==> config.mk <==
export PLATFORM = sky130hd
export DESIGN_NAME = dns_query_latency_monitor_unit
export DESIGN_NICKNAME = d
export VERILOG_FILES = /design/src/hdl/dqlm_pkg.sv /design/src/hdl/dqlm_table.sv /design/src/hdl/dqlm_delay.sv /design/src/hdl/dns_query_latency_monitor_unit.sv
export SDC_FILE = /design/constraint.sdc
export NUM_CORES = 2
export LEC_CHECK = 0
export BUFFER_PORTS_ARGS = -buffer_cell sky130_fd_sc_hd__buf_2
export CAP_MARGIN = 10
export CORE_ASPECT_RATIO = 1.1
export CORE_UTILIZATION = 62
export DETAILED_ROUTE_END_ITERATION = 7
export PLACE_DENSITY = 0.8
export SLEW_MARGIN = 10
export SYNTH_ARGS = -nofsm -noshare
export SYNTH_HDL_FRONTEND = slang
export SYNTH_HIERARCHICAL = 1
export SYNTH_SLANG_ARGS = --single-unit
==> constraint.sdc <==
create_clock -name clk -period 10 [get_ports clk]
set_clock_uncertainty 0.1 [all_clocks]
set_input_delay 1.5 -clock clk [delete_from_list [all_inputs] [get_ports clk]]
set_output_delay 1.5 -clock clk [all_outputs]
set_load 0.02 [all_outputs]
==> src/hdl/dqlm_pkg.sv <==
// shared constants and types for the dns query latency monitor
package dqlm_pkg;

	localparam int TABLE_ENTRIES = 16;
	localparam int IDX_W = (TABLE_ENTRIES > 1) ? $clog2(TABLE_ENTRIES) : 1;

	localparam logic [15:0] ETH_IPV4 = 16'h0800;
	localparam logic [15:0] ETH_IPV6 = 16'h86DD;
	localparam logic [7:0] IP_UDP = 8'h11;
	localparam logic [15:0] DNS_PORT_RESET = 16'd53;
	localparam logic [15:0] IPV4_DNS_OFS = 16'd42;
	localparam logic [15:0] IPV6_DNS_OFS = 16'd62;
	localparam logic [15:0] DNS_HDR_LEN = 16'd12;
	localparam int FLAG_RESPONSE = 15;

	localparam logic signed [20:0] MICROS_PER_SEC = 21'sd1000000;
	localparam logic signed [47:0] DELAY_MAX = 48'sh7FFF_FFFF_FFFF;
	localparam logic signed [47:0] DELAY_MIN = 48'sh8000_0000_0000;

	typedef logic [3:0] status_t;
	localparam status_t ST_NOT_IP = 4'd0;
	localparam status_t ST_NOT_UDP = 4'd1;
	localparam status_t ST_NOT_DNS = 4'd2;
	localparam status_t ST_TRUNCATED = 4'd3;
	localparam status_t ST_MULTI_Q = 4'd4;
	localparam status_t ST_STORED = 4'd5;
	localparam status_t ST_FULL = 4'd6;
	localparam status_t ST_MATCHED = 4'd7;
	localparam status_t ST_UNKNOWN = 4'd8;

	typedef struct packed {
		logic [15:0] ident;
		logic [31:0] secs;
		logic [19:0] micros;
		logic [47:0] order;
	} entry_t;

	typedef struct packed {
		logic wr_en;
		logic clr_en;
		logic [IDX_W-1:0] idx;
		entry_t entry;
	} tbl_cmd_t;

endpackage

==> src/hdl/dqlm_table.sv <==
// pending query table: entry memory with registered read and pending flags
module dqlm_table import dqlm_pkg::*; (
	input  logic             clk,
	input  logic             arst_n,
	input  logic             rd_en,
	input  logic [IDX_W-1:0] rd_idx,
	output entry_t           rd_entry,
	output logic             rd_pend,
	input  tbl_cmd_t         cmd
);

	entry_t mem [TABLE_ENTRIES];
	logic [TABLE_ENTRIES-1:0] pend_q;
	entry_t rd_entry_q;
	logic rd_pend_q;

	always_ff @(posedge clk) begin
		if (cmd.wr_en) begin
			mem[cmd.idx] <= cmd.entry;
		end
		if (rd_en) begin
			rd_entry_q <= mem[rd_idx];
		end
	end

	always_ff @(posedge clk or negedge arst_n) begin
		if (!arst_n) begin
			pend_q <= '0;
			rd_pend_q <= 1'b0;
		end else begin
			if (cmd.wr_en) begin
				pend_q[cmd.idx] <= 1'b1;
			end
			if (cmd.clr_en) begin
				pend_q[cmd.idx] <= 1'b0;
			end
			if (rd_en) begin
				rd_pend_q <= pend_q[rd_idx];
			end
		end
	end

	assign rd_entry = rd_entry_q;
	assign rd_pend = rd_pend_q;

endmodule

==> src/hdl/dqlm_delay.sv <==
// three stage delay unit: time difference, scale to microseconds, add and saturate
module dqlm_delay import dqlm_pkg::*; (
	input  logic               clk,
	input  logic               arst_n,
	input  logic               start,
	input  logic [31:0]        secs_new,
	input  logic [31:0]        secs_old,
	input  logic [19:0]        micros_new,
	input  logic [19:0]        micros_old,
	output logic               done,
	output logic signed [47:0] delay
);

	logic vld_s1, vld_s2, vld_s3;
	logic signed [32:0] ds_s1;
	logic signed [20:0] du_s1, du_s2;
	logic signed [53:0] prod_s2;
	logic signed [47:0] delay_s3;
	logic signed [54:0] sum;

	assign sum = 55'(prod_s2) + 55'(du_s2);

	always_ff @(posedge clk or negedge arst_n) begin
		if (!arst_n) begin
			vld_s1 <= 1'b0;
			vld_s2 <= 1'b0;
			vld_s3 <= 1'b0;
		end else begin
			vld_s1 <= start;
			vld_s2 <= vld_s1;
			vld_s3 <= vld_s2;
		end
	end

	always_ff @(posedge clk) begin
		ds_s1 <= $signed({1'b0, secs_new}) - $signed({1'b0, secs_old});
		du_s1 <= $signed({1'b0, micros_new}) - $signed({1'b0, micros_old});
		prod_s2 <= 54'(ds_s1) * 54'(MICROS_PER_SEC);
		du_s2 <= du_s1;
		if (sum > 55'(DELAY_MAX)) begin
			delay_s3 <= DELAY_MAX;
		end else if (sum < 55'(DELAY_MIN)) begin
			delay_s3 <= DELAY_MIN;
		end else begin
			delay_s3 <= sum[47:0];
		end
	end

	assign done = vld_s3;
	assign delay = delay_s3;

endmodule

==> src/hdl/dns_query_latency_monitor_unit.sv <==
// dns query latency monitor top level: classifier, table scan sequencer, statistics
//
// usage
//   config: cfg_valid/cfg_ready write channel, cfg_data is the dns port; always ready,
//   write only while the block is idle
//   input: one word per captured packet header on in_valid, taken when in_stall is low
//   output: one result word per input on out_valid, taken when out_stall is low
// sequencing
//   skipped packets: no table scan; the done state writes the result register
//   queries and unknown replies: a scan of all 16 table entries, then the drain and
//   decide states, then the done state writes the result register
//   matched replies: the delay unit pipeline runs between the decide and done states
//   the scan of the pending table through its single read port sets the rate; one
//   item is in work at a time and in_stall is high until it finishes
// reset
//   arst_n clears pending flags and counters; dns port to 53, min to DELAY_MAX, max to -1
// receiver stall
//   a finished result waits in the output register; the next packet may be taken
//   and processed, but its result waits until the output register is free
module dns_query_latency_monitor_unit import dqlm_pkg::*; (
	input  logic               clk,
	input  logic               arst_n,
	input  logic               cfg_valid,
	output logic               cfg_ready,
	input  logic [15:0]        cfg_data,
	input  logic               in_valid,
	output logic               in_stall,
	input  logic [15:0]        ethertype,
	input  logic [7:0]         ip_protocol,
	input  logic [15:0]        source_port,
	input  logic [15:0]        dest_port,
	input  logic [15:0]        captured_length,
	input  logic [15:0]        dns_flags,
	input  logic [15:0]        question_count,
	input  logic [15:0]        transaction_id,
	input  logic [31:0]        time_seconds,
	input  logic [19:0]        time_micros,
	output logic               out_valid,
	input  logic               out_stall,
	output logic [3:0]         status,
	output logic signed [47:0] delay_us,
	output logic signed [47:0] min_delay_us,
	output logic signed [47:0] max_delay_us,
	output logic [47:0]        queries_seen,
	output logic [47:0]        replies_matched
);

	typedef enum logic [2:0] {
		S_IDLE,
		S_SCAN,
		S_DRAIN,
		S_DECIDE,
		S_CALC,
		S_DONE
	} state_t;

	typedef enum logic [1:0] {
		K_SKIP,
		K_QUERY,
		K_REPLY
	} kind_t;

	state_t state_q;
	kind_t kind_q;
	status_t skip_status_q;
	logic [15:0] dns_port_q;
	logic [15:0] ident_q;
	logic [31:0] secs_q;
	logic [19:0] micros_q;
	logic [IDX_W-1:0] idx_q;
	logic rd_vld_s1;
	logic [IDX_W-1:0] rd_idx_s1;
	logic found_q;
	logic [IDX_W-1:0] best_idx_q;
	logic [47:0] best_age_q;
	logic [31:0] best_secs_q;
	logic [19:0] best_micros_q;
	logic signed [47:0] delay_q;
	logic [47:0] query_total_q, reply_total_q;
	logic signed [47:0] min_delay_q, max_delay_q;

	logic out_valid_q;
	status_t out_status_q;
	logic signed [47:0] out_delay_q, out_min_q, out_max_q;
	logic [47:0] out_queries_q, out_replies_q;

	// classifier
	logic accept, is_v4, is_v6, dns_hit, is_resp;
	logic [15:0] len_limit;
	kind_t cls_kind;
	status_t cls_status;

	assign accept = in_valid && !in_stall;
	assign is_v4 = (ethertype == ETH_IPV4);
	assign is_v6 = (ethertype == ETH_IPV6);
	assign dns_hit = (source_port == dns_port_q) || (dest_port == dns_port_q);
	assign is_resp = dns_flags[FLAG_RESPONSE];
	assign len_limit = (is_v6 ? IPV6_DNS_OFS : IPV4_DNS_OFS) + DNS_HDR_LEN;

	always_comb begin
		cls_kind = K_SKIP;
		cls_status = ST_NOT_IP;
		if (!is_v4 && !is_v6) begin
			cls_status = ST_NOT_IP;
		end else if (ip_protocol != IP_UDP) begin
			cls_status = ST_NOT_UDP;
		end else if (!dns_hit) begin
			cls_status = ST_NOT_DNS;
		end else if (captured_length <= len_limit) begin
			cls_status = ST_TRUNCATED;
		end else if (is_resp) begin
			cls_kind = K_REPLY;
		end else if (question_count != 16'd1) begin
			cls_status = ST_MULTI_Q;
		end else begin
			cls_kind = K_QUERY;
		end
	end

	// table and scan
	entry_t rd_entry;
	logic rd_pend, rd_en;
	tbl_cmd_t tbl_cmd;
	logic [47:0] age;
	logic take;

	assign rd_en = (state_q == S_SCAN);
	assign age = query_total_q - rd_entry.order;

	always_comb begin
		take = 1'b0;
		if (rd_vld_s1) begin
			if (kind_q == K_QUERY) begin
				take = !rd_pend && !found_q;
			end else if (kind_q == K_REPLY) begin
				take = rd_pend && (rd_entry.ident == ident_q) &&
					(!found_q || (age < best_age_q));
			end
		end
	end

	dqlm_table u_table (
		.clk      (clk),
		.arst_n   (arst_n),
		.rd_en    (rd_en),
		.rd_idx   (idx_q),
		.rd_entry (rd_entry),
		.rd_pend  (rd_pend),
		.cmd      (tbl_cmd)
	);

	// delay unit
	logic calc_start, calc_done;
	logic signed [47:0] calc_delay;

	assign calc_start = (state_q == S_DECIDE) && (kind_q == K_REPLY) && found_q;

	dqlm_delay u_delay (
		.clk        (clk),
		.arst_n     (arst_n),
		.start      (calc_start),
		.secs_new   (secs_q),
		.secs_old   (best_secs_q),
		.micros_new (micros_q),
		.micros_old (best_micros_q),
		.done       (calc_done),
		.delay      (calc_delay)
	);

	// result and statistics update
	logic out_free, done_fire;
	status_t res_status;
	logic signed [47:0] res_delay, min_nx, max_nx;
	logic [47:0] query_nx, reply_nx;

	assign out_free = !out_valid_q || !out_stall;
	assign done_fire = (state_q == S_DONE) && out_free;

	always_comb begin
		res_status = skip_status_q;
		res_delay = '0;
		query_nx = query_total_q;
		reply_nx = reply_total_q;
		min_nx = min_delay_q;
		max_nx = max_delay_q;
		unique case (kind_q)
			K_QUERY: begin
				res_status = found_q ? ST_STORED : ST_FULL;
				query_nx = query_total_q + 48'd1;
			end
			K_REPLY: begin
				if (found_q) begin
					res_status = ST_MATCHED;
					res_delay = delay_q;
					reply_nx = reply_total_q + 48'd1;
					if (delay_q < min_delay_q) begin
						min_nx = delay_q;
					end
					if (delay_q > max_delay_q) begin
						max_nx = delay_q;
					end
				end else begin
					res_status = ST_UNKNOWN;
				end
			end
			default: begin
				res_status = skip_status_q;
			end
		endcase
	end

	always_comb begin
		tbl_cmd.wr_en = done_fire && (kind_q == K_QUERY) && found_q;
		tbl_cmd.clr_en = done_fire && (kind_q == K_REPLY) && found_q;
		tbl_cmd.idx = best_idx_q;
		tbl_cmd.entry.ident = ident_q;
		tbl_cmd.entry.secs = secs_q;
		tbl_cmd.entry.micros = micros_q;
		tbl_cmd.entry.order = query_total_q;
	end

	// sequencer
	always_ff @(posedge clk or negedge arst_n) begin
		if (!arst_n) begin
			state_q <= S_IDLE;
			kind_q <= K_SKIP;
			dns_port_q <= DNS_PORT_RESET;
			idx_q <= '0;
			rd_vld_s1 <= 1'b0;
			found_q <= 1'b0;
			query_total_q <= '0;
			reply_total_q <= '0;
			min_delay_q <= DELAY_MAX;
			max_delay_q <= -48'sd1;
			out_valid_q <= 1'b0;
		end else begin
			if (cfg_valid) begin
				dns_port_q <= cfg_data;
			end
			rd_vld_s1 <= rd_en;
			if (take) begin
				found_q <= 1'b1;
			end
			if (done_fire) begin
				out_valid_q <= 1'b1;
			end else if (!out_stall) begin
				out_valid_q <= 1'b0;
			end
			unique case (state_q)
				S_IDLE: begin
					if (accept) begin
						kind_q <= cls_kind;
						found_q <= 1'b0;
						idx_q <= '0;
						state_q <= (cls_kind == K_SKIP) ? S_DONE : S_SCAN;
					end
				end
				S_SCAN: begin
					idx_q <= idx_q + 1'b1;
					if (idx_q == IDX_W'(TABLE_ENTRIES - 1)) begin
						state_q <= S_DRAIN;
					end
				end
				S_DRAIN: begin
					state_q <= S_DECIDE;
				end
				S_DECIDE: begin
					state_q <= calc_start ? S_CALC : S_DONE;
				end
				S_CALC: begin
					if (calc_done) begin
						state_q <= S_DONE;
					end
				end
				S_DONE: begin
					if (out_free) begin
						query_total_q <= query_nx;
						reply_total_q <= reply_nx;
						min_delay_q <= min_nx;
						max_delay_q <= max_nx;
						state_q <= S_IDLE;
					end
				end
				default: begin
					state_q <= S_IDLE;
				end
			endcase
		end
	end

	// payload registers
	always_ff @(posedge clk) begin
		if (accept) begin
			skip_status_q <= cls_status;
			ident_q <= transaction_id;
			secs_q <= time_seconds;
			micros_q <= time_micros;
		end
		rd_idx_s1 <= idx_q;
		if (take) begin
			best_idx_q <= rd_idx_s1;
			best_age_q <= age;
			best_secs_q <= rd_entry.secs;
			best_micros_q <= rd_entry.micros;
		end
		if (calc_done) begin
			delay_q <= calc_delay;
		end
		if (done_fire) begin
			out_status_q <= res_status;
			out_delay_q <= res_delay;
			out_min_q <= min_nx;
			out_max_q <= max_nx;
			out_queries_q <= query_nx;
			out_replies_q <= reply_nx;
		end
	end

	assign cfg_ready = 1'b1;
	assign in_stall = (state_q != S_IDLE);
	assign out_valid = out_valid_q;
	assign status = out_status_q;
	assign delay_us = out_delay_q;
	assign min_delay_us = out_min_q;
	assign max_delay_us = out_max_q;
	assign queries_seen = out_queries_q;
	assign replies_matched = out_replies_q;

`ifndef NO_ASSERTIONS
	a_accept_idle: assert property (@(posedge clk) disable iff (!arst_n)
		accept |-> (state_q == S_IDLE))
		else $error("packet taken while sequencer busy");

	a_match_count: assert property (@(posedge clk) disable iff (!arst_n)
		(done_fire && (res_status == ST_MATCHED)) |=>
		(replies_matched == $past(reply_total_q) + 48'd1))
		else $error("matched reply did not advance reply count");

	a_min_max: assert property (@(posedge clk) disable iff (!arst_n)
		(reply_total_q != '0) |-> (min_delay_q <= max_delay_q))
		else $error("min delay above max delay");

	a_delay_zero: assert property (@(posedge clk) disable iff (!arst_n)
		(out_valid && (status != ST_MATCHED)) |-> (delay_us == '0))
		else $error("delay reported on unmatched word");

	a_calc_only_reply: assert property (@(posedge clk) disable iff (!arst_n)
		calc_done |-> ((state_q == S_CALC) && (kind_q == K_REPLY)))
		else $error("delay unit finished outside a reply");
`endif

endmodule
==> run summary <==
Outcome -> completed
Area of the die -> 0.2028 sq mm
Area leader, netlist -> edfxtp_1
CP endpoint kind -> register
Cell Chain, Critical Path -> ha_1 -> nor2b_1 -> o21ai_0 -> a21oi_1 -> o21ai_1 -> a21oi_1 -> o31ai_2 -> o21ai_1 -> a211o_1 -> a31oi_1 -> xnor2_1 -> ha_1 -> nand4_1 -> nor2_1 -> nand3_1 -> or3_1 -> a2111oi_0 -> a21oi_1 -> o2bb2ai_4 -> buf_4
Area contributors post-synth -> edfxtp_1, mux4_2, ha_1
Setup crit end -> best_micros_q[9]$_DFFE_PP_
# rows -> 172
Initial Utilization -> 62.40%
Synth Warn # -> 6
CP Launch Point -> query_total_q[1]$_DFFE_PN0P_
Ys async rst share -> 8.409%
Via/cell ratio -> 6.445
# DRC -> 0
Max reg flops -> 1,856
Hold Buf Count CTS -> 0
H-tree depth -> 5
Worst-skew pair later-pin latency -> 0.95 ns
Critical Path AT -> 7.34 ns
Mapped Nets -> 8,031
Rel. slew slack -> 6.238%
Gr ovfl total -> 0
Least-Margin Pin Slew -> 1.392 ns
Core area -> 0.1997 sq mm
Final Slew Violations -> 0
WL/cell -> 28.38 microns
Maximum buffer depth of the clock tree -> 4
FMAX -> 144.3 MHz
Final GP Congestion -> 0.9311
Met1 Track Usage GR -> 37.91%
Netlist cell types -> 106
Max cap viols -> 0
Final Cycle Share -> 69.28%
Area Growth Syn to Fin -> 11.36%
Worst-path clk slew -> 0.06 ns
CTS tree -> yes
Die Wd -> 429.5 microns
First-pass GRT wire length -> 443,900 microns
Nets -> 8,607
GRT busiest layer -> met2
Predominant post-synthesis flop cell -> edfxtp_1
DP Worst Slack -> 3.079 ns
Syn avg cell area -> 17.41 sq um
Share of cells above drive strength 1 -> 23.73%
Tot GR Track Use -> 29.72%
Final worst path period need -> 6.928 ns
Sequential share of the synthesized area -> 66.50%
PnR worst setup slack -> 3.072 ns
# port buffers -> 423
Fillers -> 12,191
Cell count after synthesis -> 7,158
Peak fanout along the critical path -> 69
Largest net degree at the start of global routing -> 156
HP Class -> reg2reg
Max stage delay on crit path -> 0.80 ns
Synthesized flop and latch total -> 2,854
Setup CP Type -> reg2reg
Worst EP required -> 10.41 ns
RSZ-0062 raised after global routing -> no
M2 GR Usage -> 50.39%
Initial drt markers -> 7,364
Placed Cells -> 10,049
Post-cts resize count -> 0
Synthesized area -> 0.1246 sq mm
Finished Layout Cells -> 10,555
Root buffer cell -> clkbuf_16
Antenna violations before repair -> 21
DP Wirelength -> 168,100 microns
Post-CTS Setup Repair Bufs -> 0
FF-to-FF path depth -> 20
RR Startpoint -> query_total_q[1]$_DFFE_PN0P_
Routed wire length -> 299,500 microns
Die H -> 472.2 microns
CP dominant cell by count -> a21oi_1
Top-area cell type share of the netlist area -> 58.77%
Vias in the first global route -> 70,028
Post-DRT Antenna Nets -> 0
Biggest register -> u_table/mem
Crit-path slowest cell -> dfrtp_1
RR Endpoint -> best_micros_q[9]$_DFFE_PP_
Post-synth EDFFs -> 2,439
Total CTS buffers -> 293
CTS Sinks -> 2,854
Source of the worst hold timing path -> u_delay/du_s1[3]$_DFF_P_
Final Hold Vio Count -> 0
Met3 GRT Util -> 5.615%
Drt pass-1 iters -> 5
Setup Viol. Count Final -> 0
Io pins -> 440
Setup slack, reg-to-reg -> 3.07 ns
Type of origin of the critical path -> register
Vias -> 68,023
Setup Total Neg Slack -> 0 ns
-- cell usage after synthesis, types with 144 or more instances --
master and number:
mux2_2 182, mux4_2 584, xnor2_1 252, nor2_1 206, inv_1 487, dfxtp_1 175, edfxtp_1 2439, a21o_1 144
ha_1 538, nand2_1 231, xor2_1 167, a21oi_1 227
-- area by class of cell --
class                           count  area [sq um]  share of cell area [%]
Timing Repair Buffer              503          2928                   2.110
Clock buffer                      369          7834                   5.645
Clock inverter                    134          1199                  0.8637
Antenna cell                        3         7.507                0.005409
Sequential cell                  2854         82890                   59.73
Inverter                          488          1847                   1.331
Tap cell                         2610          3266                   2.353
Multi-Input combinational cell   3594         38810                   27.97
-- placed cells by master (no fill, tap or decap), types with 73 or more instances in the layout --
cell / instances
edfxtp_1: 2439
mux4_2: 584
ha_1: 537
inv_1: 485
buf_2: 422
clkbuf_16: 298
xnor2_1: 252
nand2_1: 231
a21oi_1: 227
nor2_1: 190
mux2_2: 182
dfxtp_1: 175
xor2_1: 167
a21o_1: 144
fa_1: 142
dfrtp_1: 135
o21ai_0: 124
dfstp_2: 99
nand3_1: 88
and3_1: 84
nand4_1: 73
-- worst max-delay path, delay by kind of cell, from the launching register on --
kind	cells	cell delay [ns]
simple gates	5	1.04
buf+inv	1	0.46
xor+xnor	1	0.11
flops	1	0.80
compound gates	11	3.23
fa+ha+maj	2	0.65
-- stage by stage --
stage               hold slack (ns)  utilization (%)  area (sq um)
floorplan                    0.2096                -        124600
global placement             0.2125            64.97        129700
detailed placement           0.2121            64.97        129700
CTS                          0.2255            69.49        138800
global route                 0.2361            69.49        138800
finish                       0.2264            69.49        138800
-- logic make-up (layout without fill, tap and decap cells) --
group	count (synthesis)	in the layout	synth area share [%]
AO/OA/AOI/OAI	769	769	4.073
XOR/XNOR	419	419	2.945
adder cells (fa/ha/maj)	680	680	7.683
buffers and inverters	710	1494	2.512
flip-flops	2854	2854	66.50
multiplexers	800	800	12.50
other	1	4	0.003009
AND/OR/NAND/NOR	925	925	3.786
-- how the worst min path moves through the flow --
stage	to	slack [ns]	cells past startpoint
final	u_delay/du_s2[3]$_DFF_P_	0.23	0
after global routing	u_delay/du_s2[10]$_DFF_P_	0.24	0
after CTS	u_delay/du_s2[3]$_DFF_P_	0.23	0
after detailed placement	u_delay/du_s2[3]$_DFF_P_	0.21	0
after global placement	u_delay/du_s2[3]$_DFF_P_	0.21	0
after floorplan	u_delay/du_s2[0]$_DFF_P_	0.21	0
-- layer usage --
metal | wire length [microns] | up-vias
li1 | - | 28821
met1 | 107000 | 34502
met2 | 151100 | 3910
met3 | 28600 | 774
met4 | 12770 | 16
met5 | 92 | -
Power is left out: the tool's default activity adds up to more than one toggle a clock period on the data nets, which glitch-free logic cannot reach.
